### src/hw/rtl/elementary_ca_ring_sequencer_unit_assert.svh
// ----------------------------------------------------------------------------
// Assertion macros for the elementary CA ring sequencer
// Shared concurrent assertion forms, clocked on the rising edge and held off
// while reset is asserted.
// ----------------------------------------------------------------------------
`ifndef ELEMENTARY_CA_RING_SEQUENCER_UNIT_ASSERT_SVH
`define ELEMENTARY_CA_RING_SEQUENCER_UNIT_ASSERT_SVH

// Check a consequence in the same cycle as its antecedent
`define ECARS_ASSERT_IMPL(lbl, clk, rstn, ante, cons, msg) \
  lbl: assert property (@(posedge clk) disable iff (!rstn) (ante) |-> (cons)) \
    else $error(msg);

// Check a consequence in the cycle after its antecedent
`define ECARS_ASSERT_NEXT(lbl, clk, rstn, ante, cons, msg) \
  lbl: assert property (@(posedge clk) disable iff (!rstn) (ante) |=> (cons)) \
    else $error(msg);

`endif

### src/hw/rtl/ecars_pkg.sv
// ----------------------------------------------------------------------------
// ecars_pkg
// Shared constants and types of the elementary CA ring sequencer.
// ----------------------------------------------------------------------------
`default_nettype none

package ecars_pkg;

  // Ring size, fixed by the widths of the cell fields
  localparam int unsigned CELLS = 8;
  localparam int unsigned CntW  = 4;
  localparam int unsigned RuleW = 8;

  // Stream payload widths, padded to whole bytes
  localparam int unsigned InDataW  = 40;
  localparam int unsigned OutDataW = 72;

  // Per-transaction control broadcast along the row of cells
  typedef struct packed {
    logic             accept;
    logic             step;
    logic [RuleW-1:0] rule;
  } cell_ctrl_t;

endpackage

`default_nettype wire

### src/hw/rtl/elementary_ca_ring_sequencer_unit.sv
// ----------------------------------------------------------------------------
// Elementary CA ring sequencer
// Ring of eight automaton cells with step, toggle and force controls, and
// a report of both generations per transaction.
// ----------------------------------------------------------------------------
// Each input transaction is one tick: a rising edge on the step button or
// the step gate moves generation A into B and computes new A from the rule,
// toggle edges then flip A or B cells, and force levels set A cells live.
// Every transaction yields exactly one result transaction carrying both
// generations, their XOR/OR/AND, live counts and the bit-ordered numbers.
// The block takes one transaction per clock cycle while the output buffer
// has room; all cells update in parallel within that cycle, and the result
// is registered in the output buffer before it appears on the master side.
// A two-entry output buffer lets one result wait while the next transaction
// is accepted; the slave side stalls only when both entries are full.
`default_nettype none

module elementary_ca_ring_sequencer_unit (
  input  logic                               clk_i,
  input  logic                               rst_ni,
  input  logic                               s_axis_tvalid_i,
  output logic                               s_axis_tready_o,
  // step_button, step_gate, rule_bits[7:0], scan_reverse, toggle_buttons[15:0],
  // force_live[7:0], zero pad
  input  logic [ecars_pkg::InDataW-1:0]      s_axis_tdata_i,
  output logic                               m_axis_tvalid_o,
  input  logic                               m_axis_tready_i,
  // cells_a[7:0], cells_b[7:0], gates_xor[7:0], gates_or[7:0], gates_and[7:0],
  // live_count_a[3:0], live_count_b[3:0], ordered_a[7:0], ordered_b[7:0],
  // step_active, zero pad
  output logic [ecars_pkg::OutDataW-1:0]     m_axis_tdata_o
);
  import ecars_pkg::*;

`include "elementary_ca_ring_sequencer_unit_assert.svh"

  logic             step_button, step_gate, scan_reverse;
  logic [RuleW-1:0] rule_bits;
  logic [2*CELLS-1:0] toggle_buttons;
  logic [CELLS-1:0] force_live;

  logic             accept, step;
  logic             btn_q, gate_q;
  cell_ctrl_t       ctrl;

  logic [CELLS-1:0] a_q_vec, b_q_vec, a_next, b_next;
  logic [CELLS-1:0] ordered_a, ordered_b;
  logic [CntW-1:0]  live_count_a, live_count_b;
  logic [OutDataW-1:0] result;

  // Unpack the input payload
  assign step_button    = s_axis_tdata_i[0];
  assign step_gate      = s_axis_tdata_i[1];
  assign rule_bits      = s_axis_tdata_i[9:2];
  assign scan_reverse   = s_axis_tdata_i[10];
  assign toggle_buttons = s_axis_tdata_i[26:11];
  assign force_live     = s_axis_tdata_i[34:27];

  assign accept = s_axis_tvalid_i & s_axis_tready_o;

  // Detect a rising step edge on either source
  assign step = (step_button & ~btn_q) | (step_gate & ~gate_q);

  always_ff @(posedge clk_i or negedge rst_ni) begin
    if (!rst_ni) begin
      btn_q  <= 1'b0;
      gate_q <= 1'b0;
    end else if (accept) begin
      btn_q  <= step_button;
      gate_q <= step_gate;
    end
  end

  assign ctrl = '{accept: accept, step: step, rule: rule_bits};

  // Row of cells closed into a ring
  for (genvar i = 0; i < CELLS; i++) begin : g_cell
    ecars_cell u_cell (
      .clk_i    (clk_i),
      .rst_ni   (rst_ni),
      .ctrl_i   (ctrl),
      .left_i   (a_q_vec[(i + CELLS - 1) % CELLS]),
      .right_i  (a_q_vec[(i + 1) % CELLS]),
      .tog_a_i  (toggle_buttons[i]),
      .tog_b_i  (toggle_buttons[CELLS + i]),
      .force_i  (force_live[i]),
      .a_q_o    (a_q_vec[i]),
      .b_q_o    (b_q_vec[i]),
      .a_next_o (a_next[i]),
      .b_next_o (b_next[i])
    );
  end

  // Count live cells and order the number outputs
  always_comb begin
    live_count_a = '0;
    live_count_b = '0;
    for (int unsigned i = 0; i < CELLS; i++) begin
      live_count_a = live_count_a + CntW'(a_next[i]);
      live_count_b = live_count_b + CntW'(b_next[i]);
      ordered_a[i] = scan_reverse ? a_next[CELLS-1-i] : a_next[i];
      ordered_b[i] = scan_reverse ? b_next[CELLS-1-i] : b_next[i];
    end
  end

  // Pack the result payload
  assign result = {7'b0, step_button | step_gate, ordered_b, ordered_a,
                   live_count_b, live_count_a, a_next & b_next, a_next | b_next,
                   a_next ^ b_next, b_next, a_next};

  ecars_skid u_skid (
    .clk_i       (clk_i),
    .rst_ni      (rst_ni),
    .in_valid_i  (s_axis_tvalid_i),
    .in_ready_o  (s_axis_tready_o),
    .in_data_i   (result),
    .out_valid_o (m_axis_tvalid_o),
    .out_ready_i (m_axis_tready_i),
    .out_data_o  (m_axis_tdata_o)
  );

  // A step without B toggles moves the old A generation into B
  `ECARS_ASSERT_NEXT(a_step_shift, clk_i, rst_ni,
    accept && step && (toggle_buttons[2*CELLS-1:CELLS] == '0),
    b_q_vec == $past(a_q_vec), "step did not move generation A into B")
  // Cell state holds between transactions
  `ECARS_ASSERT_NEXT(a_idle_hold, clk_i, rst_ni, !accept,
    $stable(a_q_vec) && $stable(b_q_vec) && $stable(btn_q) && $stable(gate_q),
    "cell state changed without a transaction")
  // Forced cells are live after the transaction
  `ECARS_ASSERT_NEXT(a_force_live, clk_i, rst_ni, accept,
    (a_q_vec & $past(force_live)) == $past(force_live),
    "forced cell not live")

endmodule

`default_nettype wire

### src/hw/rtl/ecars_cell.sv
// ----------------------------------------------------------------------------
// ecars_cell
// One ring position: holds its current and previous generation bit plus the
// toggle edge history, and applies step, toggle and force on each transaction.
// ----------------------------------------------------------------------------
`default_nettype none

module ecars_cell (
  input  logic                   clk_i,
  input  logic                   rst_ni,
  input  ecars_pkg::cell_ctrl_t  ctrl_i,
  input  logic                   left_i,     // current bit of left neighbour
  input  logic                   right_i,    // current bit of right neighbour
  input  logic                   tog_a_i,
  input  logic                   tog_b_i,
  input  logic                   force_i,
  output logic                   a_q_o,
  output logic                   b_q_o,
  output logic                   a_next_o,
  output logic                   b_next_o
);
  import ecars_pkg::*;

  logic a_q, a_d;
  logic b_q, b_d;
  logic tga_q, tgb_q;
  logic a_step, b_step;
  logic [2:0] nbh;

  // Step: look up the rule for the neighbourhood, shift A into B
  assign nbh    = {left_i, a_q, right_i};
  assign a_step = ctrl_i.step ? ctrl_i.rule[nbh] : a_q;
  assign b_step = ctrl_i.step ? a_q : b_q;

  // Toggle on rising edges, then force A live
  assign a_d = (a_step ^ (tog_a_i & ~tga_q)) | force_i;
  assign b_d = b_step ^ (tog_b_i & ~tgb_q);

  // Advance state on each accepted transaction
  always_ff @(posedge clk_i or negedge rst_ni) begin
    if (!rst_ni) begin
      a_q   <= 1'b0;
      b_q   <= 1'b0;
      tga_q <= 1'b0;
      tgb_q <= 1'b0;
    end else if (ctrl_i.accept) begin
      a_q   <= a_d;
      b_q   <= b_d;
      tga_q <= tog_a_i;
      tgb_q <= tog_b_i;
    end
  end

  assign a_q_o    = a_q;
  assign b_q_o    = b_q;
  assign a_next_o = a_d;
  assign b_next_o = b_d;

endmodule

`default_nettype wire

### src/hw/rtl/ecars_skid.sv
// ----------------------------------------------------------------------------
// ecars_skid
// Two-entry output buffer: an output register plus a skid register, so the
// input side keeps accepting while one result waits downstream.
// ----------------------------------------------------------------------------
`default_nettype none

module ecars_skid (
  input  logic                               clk_i,
  input  logic                               rst_ni,
  input  logic                               in_valid_i,
  output logic                               in_ready_o,
  input  logic [ecars_pkg::OutDataW-1:0]     in_data_i,
  output logic                               out_valid_o,
  input  logic                               out_ready_i,
  output logic [ecars_pkg::OutDataW-1:0]     out_data_o
);
  import ecars_pkg::*;

  logic                out_valid_q, out_valid_d;
  logic                skid_valid_q, skid_valid_d;
  logic [OutDataW-1:0] out_q, out_d;
  logic [OutDataW-1:0] skid_q, skid_d;
  logic                push, pop;

  assign in_ready_o = ~skid_valid_q;
  assign push       = in_valid_i & ~skid_valid_q;
  assign pop        = out_valid_q & out_ready_i;

  // Refill the output register from the skid entry first, then the input
  always_comb begin
    out_valid_d  = out_valid_q;
    out_d        = out_q;
    skid_valid_d = skid_valid_q;
    skid_d       = skid_q;
    if (!out_valid_q || pop) begin
      if (skid_valid_q) begin
        out_valid_d  = 1'b1;
        out_d        = skid_q;
        skid_valid_d = push;
        skid_d       = in_data_i;
      end else begin
        out_valid_d  = push;
        out_d        = in_data_i;
      end
    end else if (push) begin
      skid_valid_d = 1'b1;
      skid_d       = in_data_i;
    end
  end

  // Hold control state under reset
  always_ff @(posedge clk_i or negedge rst_ni) begin
    if (!rst_ni) begin
      out_valid_q  <= 1'b0;
      skid_valid_q <= 1'b0;
    end else begin
      out_valid_q  <= out_valid_d;
      skid_valid_q <= skid_valid_d;
    end
  end

  // Payload registers
  always_ff @(posedge clk_i) begin
    out_q  <= out_d;
    skid_q <= skid_d;
  end

  assign out_valid_o = out_valid_q;
  assign out_data_o  = out_q;

endmodule

`default_nettype wire
### config.mk
export PLATFORM = sky130hd
export DESIGN_NAME = elementary_ca_ring_sequencer_unit
export DESIGN_NICKNAME = d
export VERILOG_FILES = /design/src/hw/rtl/ecars_pkg.sv /design/src/hw/rtl/elementary_ca_ring_sequencer_unit.sv /design/src/hw/rtl/ecars_cell.sv /design/src/hw/rtl/ecars_skid.sv
export VERILOG_INCLUDE_DIRS = /design/src /design/src/hw/rtl
export SDC_FILE = /design/constraint.sdc
export NUM_CORES = 1
export LEC_CHECK = 0
export CORE_MARGIN = 3
export CORE_UTILIZATION = 40
export DETAILED_ROUTE_END_ITERATION = 6
export DONT_BUFFER_PORTS = 1
export GPL_TIMING_DRIVEN = 0
export PLACE_DENSITY_LB_ADDON = 0.2
export SLEW_MARGIN = 20
export SYNTH_ARGS = -nofsm -noshare
export SYNTH_HDL_FRONTEND = slang
export SYNTH_SLANG_ARGS = --single-unit
### constraint.sdc
create_clock -name clk_i -period 9.8 [get_ports clk_i]
set_clock_uncertainty 0.1 [all_clocks]
set_input_delay 0.98 -clock clk_i [delete_from_list [all_inputs] [get_ports clk_i]]
set_output_delay 0.98 -clock clk_i [all_outputs]
set_load 0.05 [all_outputs]
==> impl_metrics.tcl <==
set metrics [dict create \
    avgSynthCellArea_sq_um 12.32 \
    h-tree-depth 4 \
    die_h_microns 148.0 \
    clock-sinks 166 \
    fillCellCount 1798 \
    p_sw_mw 1.069 \
    hpwlAfterDp_mm 14.60 \
    outcome "finished clean" \
    hold_violations 0 \
    startpoint_type "flip-flop" \
    regToRegSetupSlack_ns 4.82 \
    period_share_pct 50.80 \
    via_count 5191 \
    rsz0062_at_grt "false" \
    setup-violations-final 0 \
    synth-async-reset-ratio_pct 21.69 \
    total_power_mw 2.741 \
    crit_fanout 10 \
    cts_buffer_depth 2 \
    hold_path_class "in2async" \
    route.detailed.drc 0 \
    yosys_most_used_dff "edfxtp_1" \
    grt_pass1_wl_mm 30.88 \
    vdd_drop_max_mv 0.1220 \
    maxSlewHeadroom_pct 46.93 \
    track_usage_pct 18.63 \
    ys_warn_count 0 \
    cts_tree "done" \
    post-place-ws_ns 4.473 \
    regToRegStartpoint "g_cell[2].u_cell.a_q_o" \
    synthCells 655 \
    io_buffers 0 \
    wl_per_cell_microns 20.87 \
    die_x_microns 148.0 \
    dieArea_sq_um 21910 \
    worstSetupPathType "reg2reg" \
    drive_gt1_share_pct 17.50 \
    cp.arrival_ns 5.18 \
    antenna_found_initial 0 \
    drt_iter0_markers 495 \
    switching_share_pct 39.02 \
    final_area_sq_um 9109 \
    critPathBufInv 5 \
    start_util_pct 41.06 \
    cts_setup_buffers 0 \
    fp.coreArea_sq_um 19650 \
    clock.fmax_ghz 0.2009 \
    final_common_cell "edfxtp_1" \
    insertion_delay_ns 0.43 \
    postPlaceCellArea_sq_um 8533 \
    synth_enable_flop_cells 130 \
    antenna_left 0 \
    vias_per_cell 5.396 \
    root_buffer "clkbuf_16" \
    dp_cells 930 \
    wirelength_mm 20.08 \
    p_per_area_nw_per_um2 300.9 \
    rr_worst_depth 17 \
    io-pin-count 118 \
    crit_chain "buf_2 -> mux4_2 -> a211o_1 -> a311o_1 -> nand2_2 -> inv_2 -> fa_1 -> inv_1 -> fa_1 -> fa_1 -> inv_1 -> ha_1 -> inv_1 -> fa_1 -> xnor2_1 -> nand2_1 -> nand2_1" \
    grt_pass1_vias 5250 \
    end_kind "flip-flop" \
    area_delta_synth_final_pct 12.89 \
    synth.distinct_cells 36 \
    finalWeightedCongestion 0.8456 \
    mostFrequentLayoutCells "130 x edfxtp_1, 62 x nand2_1, 47 x inv_1" \
    ys_seq_elements 166 \
    leakagePower_nw 3.432 \
    dr.pass1.iters 5 \
    p_comb_share_pct 27.5 \
    diodes 0 \
    critPathRequiredTime_ns 10.00 \
    nets 758 \
    syn_area_sq_um 8069 \
    grt_overflow 0 \
    slowest_delay_ns 0.52 \
    intPower_mw 1.671 \
    drv_cap 0 \
    cp_slowest_cell "fa_1" \
    reg2reg_to "u_skid.out_data_o[42]" \
    path_depth 17 \
    layout.cells.non_filler 962 \
    cts_made_buffers 17 \
    maxSlewViolCount 0 \
    row_count 51 \
    sequentialPowerShare_pct 48.4 \
    cts_resized 0 \
    crit_family "adder cells" \
    power.share.clock_pct 24.1 \
    clk_pin_slew_ns 0.07 \
    seq_area_frac_synth_pct 59.54 \
    crit_top_cell "fa_1" \
    worst_slew_pin_slew_ns 0.7960 \
    worst_slack_ns 4.822 \
    holdBufCountCts 0 \
    fin_crit_ns 4.978 \
    grt_max_degree 45 \
]
## Yosys cell counts (13+ instances only)
| library cell | instances | area (sq um) |
|---|---|---|
| nor2b_1 | 29 | 181.4 |
| clkbuf_1 | 14 | 52.55 |
| mux2_2 | 41 | 461.7 |
| buf_2 | 13 | 65.06 |
| o21ai_0 | 33 | 165.2 |
| nor2_1 | 19 | 71.32 |
| dfrtp_1 | 36 | 900.9 |
| nand2_1 | 62 | 232.7 |
| edfxtp_1 | 130 | 3904 |
| nand3_1 | 32 | 160.2 |
| nand2b_1 | 23 | 143.9 |
| ha_1 | 22 | 275.3 |
| inv_1 | 47 | 176.4 |
| a21oi_1 | 26 | 130.1 |
## stage by stage
| stage | util [%] | hold slack, ns | setup TNS (ns) |
|---|---|---|---|
| floorplan | - | 0.3495 | 0 |
| global placement | 42.86 | 0.3631 | -55.46 |
| detailed placement | 43.42 | 0.3735 | 0 |
| CTS | 46.35 | 0.1192 | 0 |
| global route | 46.35 | 0.1190 | 0 |
| finish | 46.35 | 0.1365 | 0 |
## kinds of logic after synthesis
kind of cell / share of synthesized area (%)
adder cells (fa/ha/maj): 5.396
XOR/XNOR: 0.2171
buffers and inverters: 4.978
flip-flops: 59.54
AO/OA/AOI/OAI: 9.986
other: 0.04647
multiplexers: 7.955
AND/OR/NAND/NOR: 11.88
## worst max path at each step
stage                                       from                     to  slack, ns
final                     g_cell[2].u_cell.a_q_o  u_skid.out_data_o[42]       4.82
after global routing           s_axis_tdata_i[1]  u_skid.out_data_o[42]       4.66
after CTS                 g_cell[2].u_cell.a_q_o  u_skid.out_data_o[42]       4.85
after detailed placement       s_axis_tdata_i[9]  u_skid.out_data_o[42]       4.47
after global placement           m_axis_tready_i      u_skid.skid_q[21]      -0.86
after floorplan                  m_axis_tready_i       u_skid.skid_q[0]       1.78
## area by class of cell
type	instances	area, sq um	share of cell area (%)
tap	265	331.6	3.640
clock buffer	18	429.2	4.712
multi-input combinational	400	2904	31.88
clock inverter	14	146.4	1.607
buffer	41	197.7	2.170
inverter	54	205.2	2.253
sequential	166	4805	52.75
timing repair buffer	4	90.09	0.9890
## power groups by stage
stage          Sequential [mW]  Combinational, mW  Clock [mW]
4_1_cts                   1.33              0.763       0.672
3_5_place_dp              1.34              0.751           0
3_3_place_gp              1.35              0.716           0
2_1_floorplan             1.32              0.538           0
5_1_grt                   1.34              0.858       0.705
6_report                  1.33              0.754       0.661
## sequential cells by signal, summed over array words and instances, names as in the netlist
name and count:
u_skid.out_data_o 65, u_skid.skid_q 65, g_cell.u_cell.a_q_o 8, g_cell.u_cell.b_q_o 8, g_cell.u_cell.tga_q 8, g_cell.u_cell.tgb_q 8
btn_q 1, gate_q 1, u_skid.out_valid_o 1, u_skid.skid_valid_q 1
## routing by layer
layer / global-route usage (%) / wire [microns] / vias to the layer above
met5: 0 / 0 / -
met3: 4.905 / 1112 / 31
met1: 24.83 / 9070 / 2574
met2: 29.69 / 9435 / 154
met4: 6.467 / 463 / 0
li1: - / - / 2432
(Power assumes the default switching activity.)
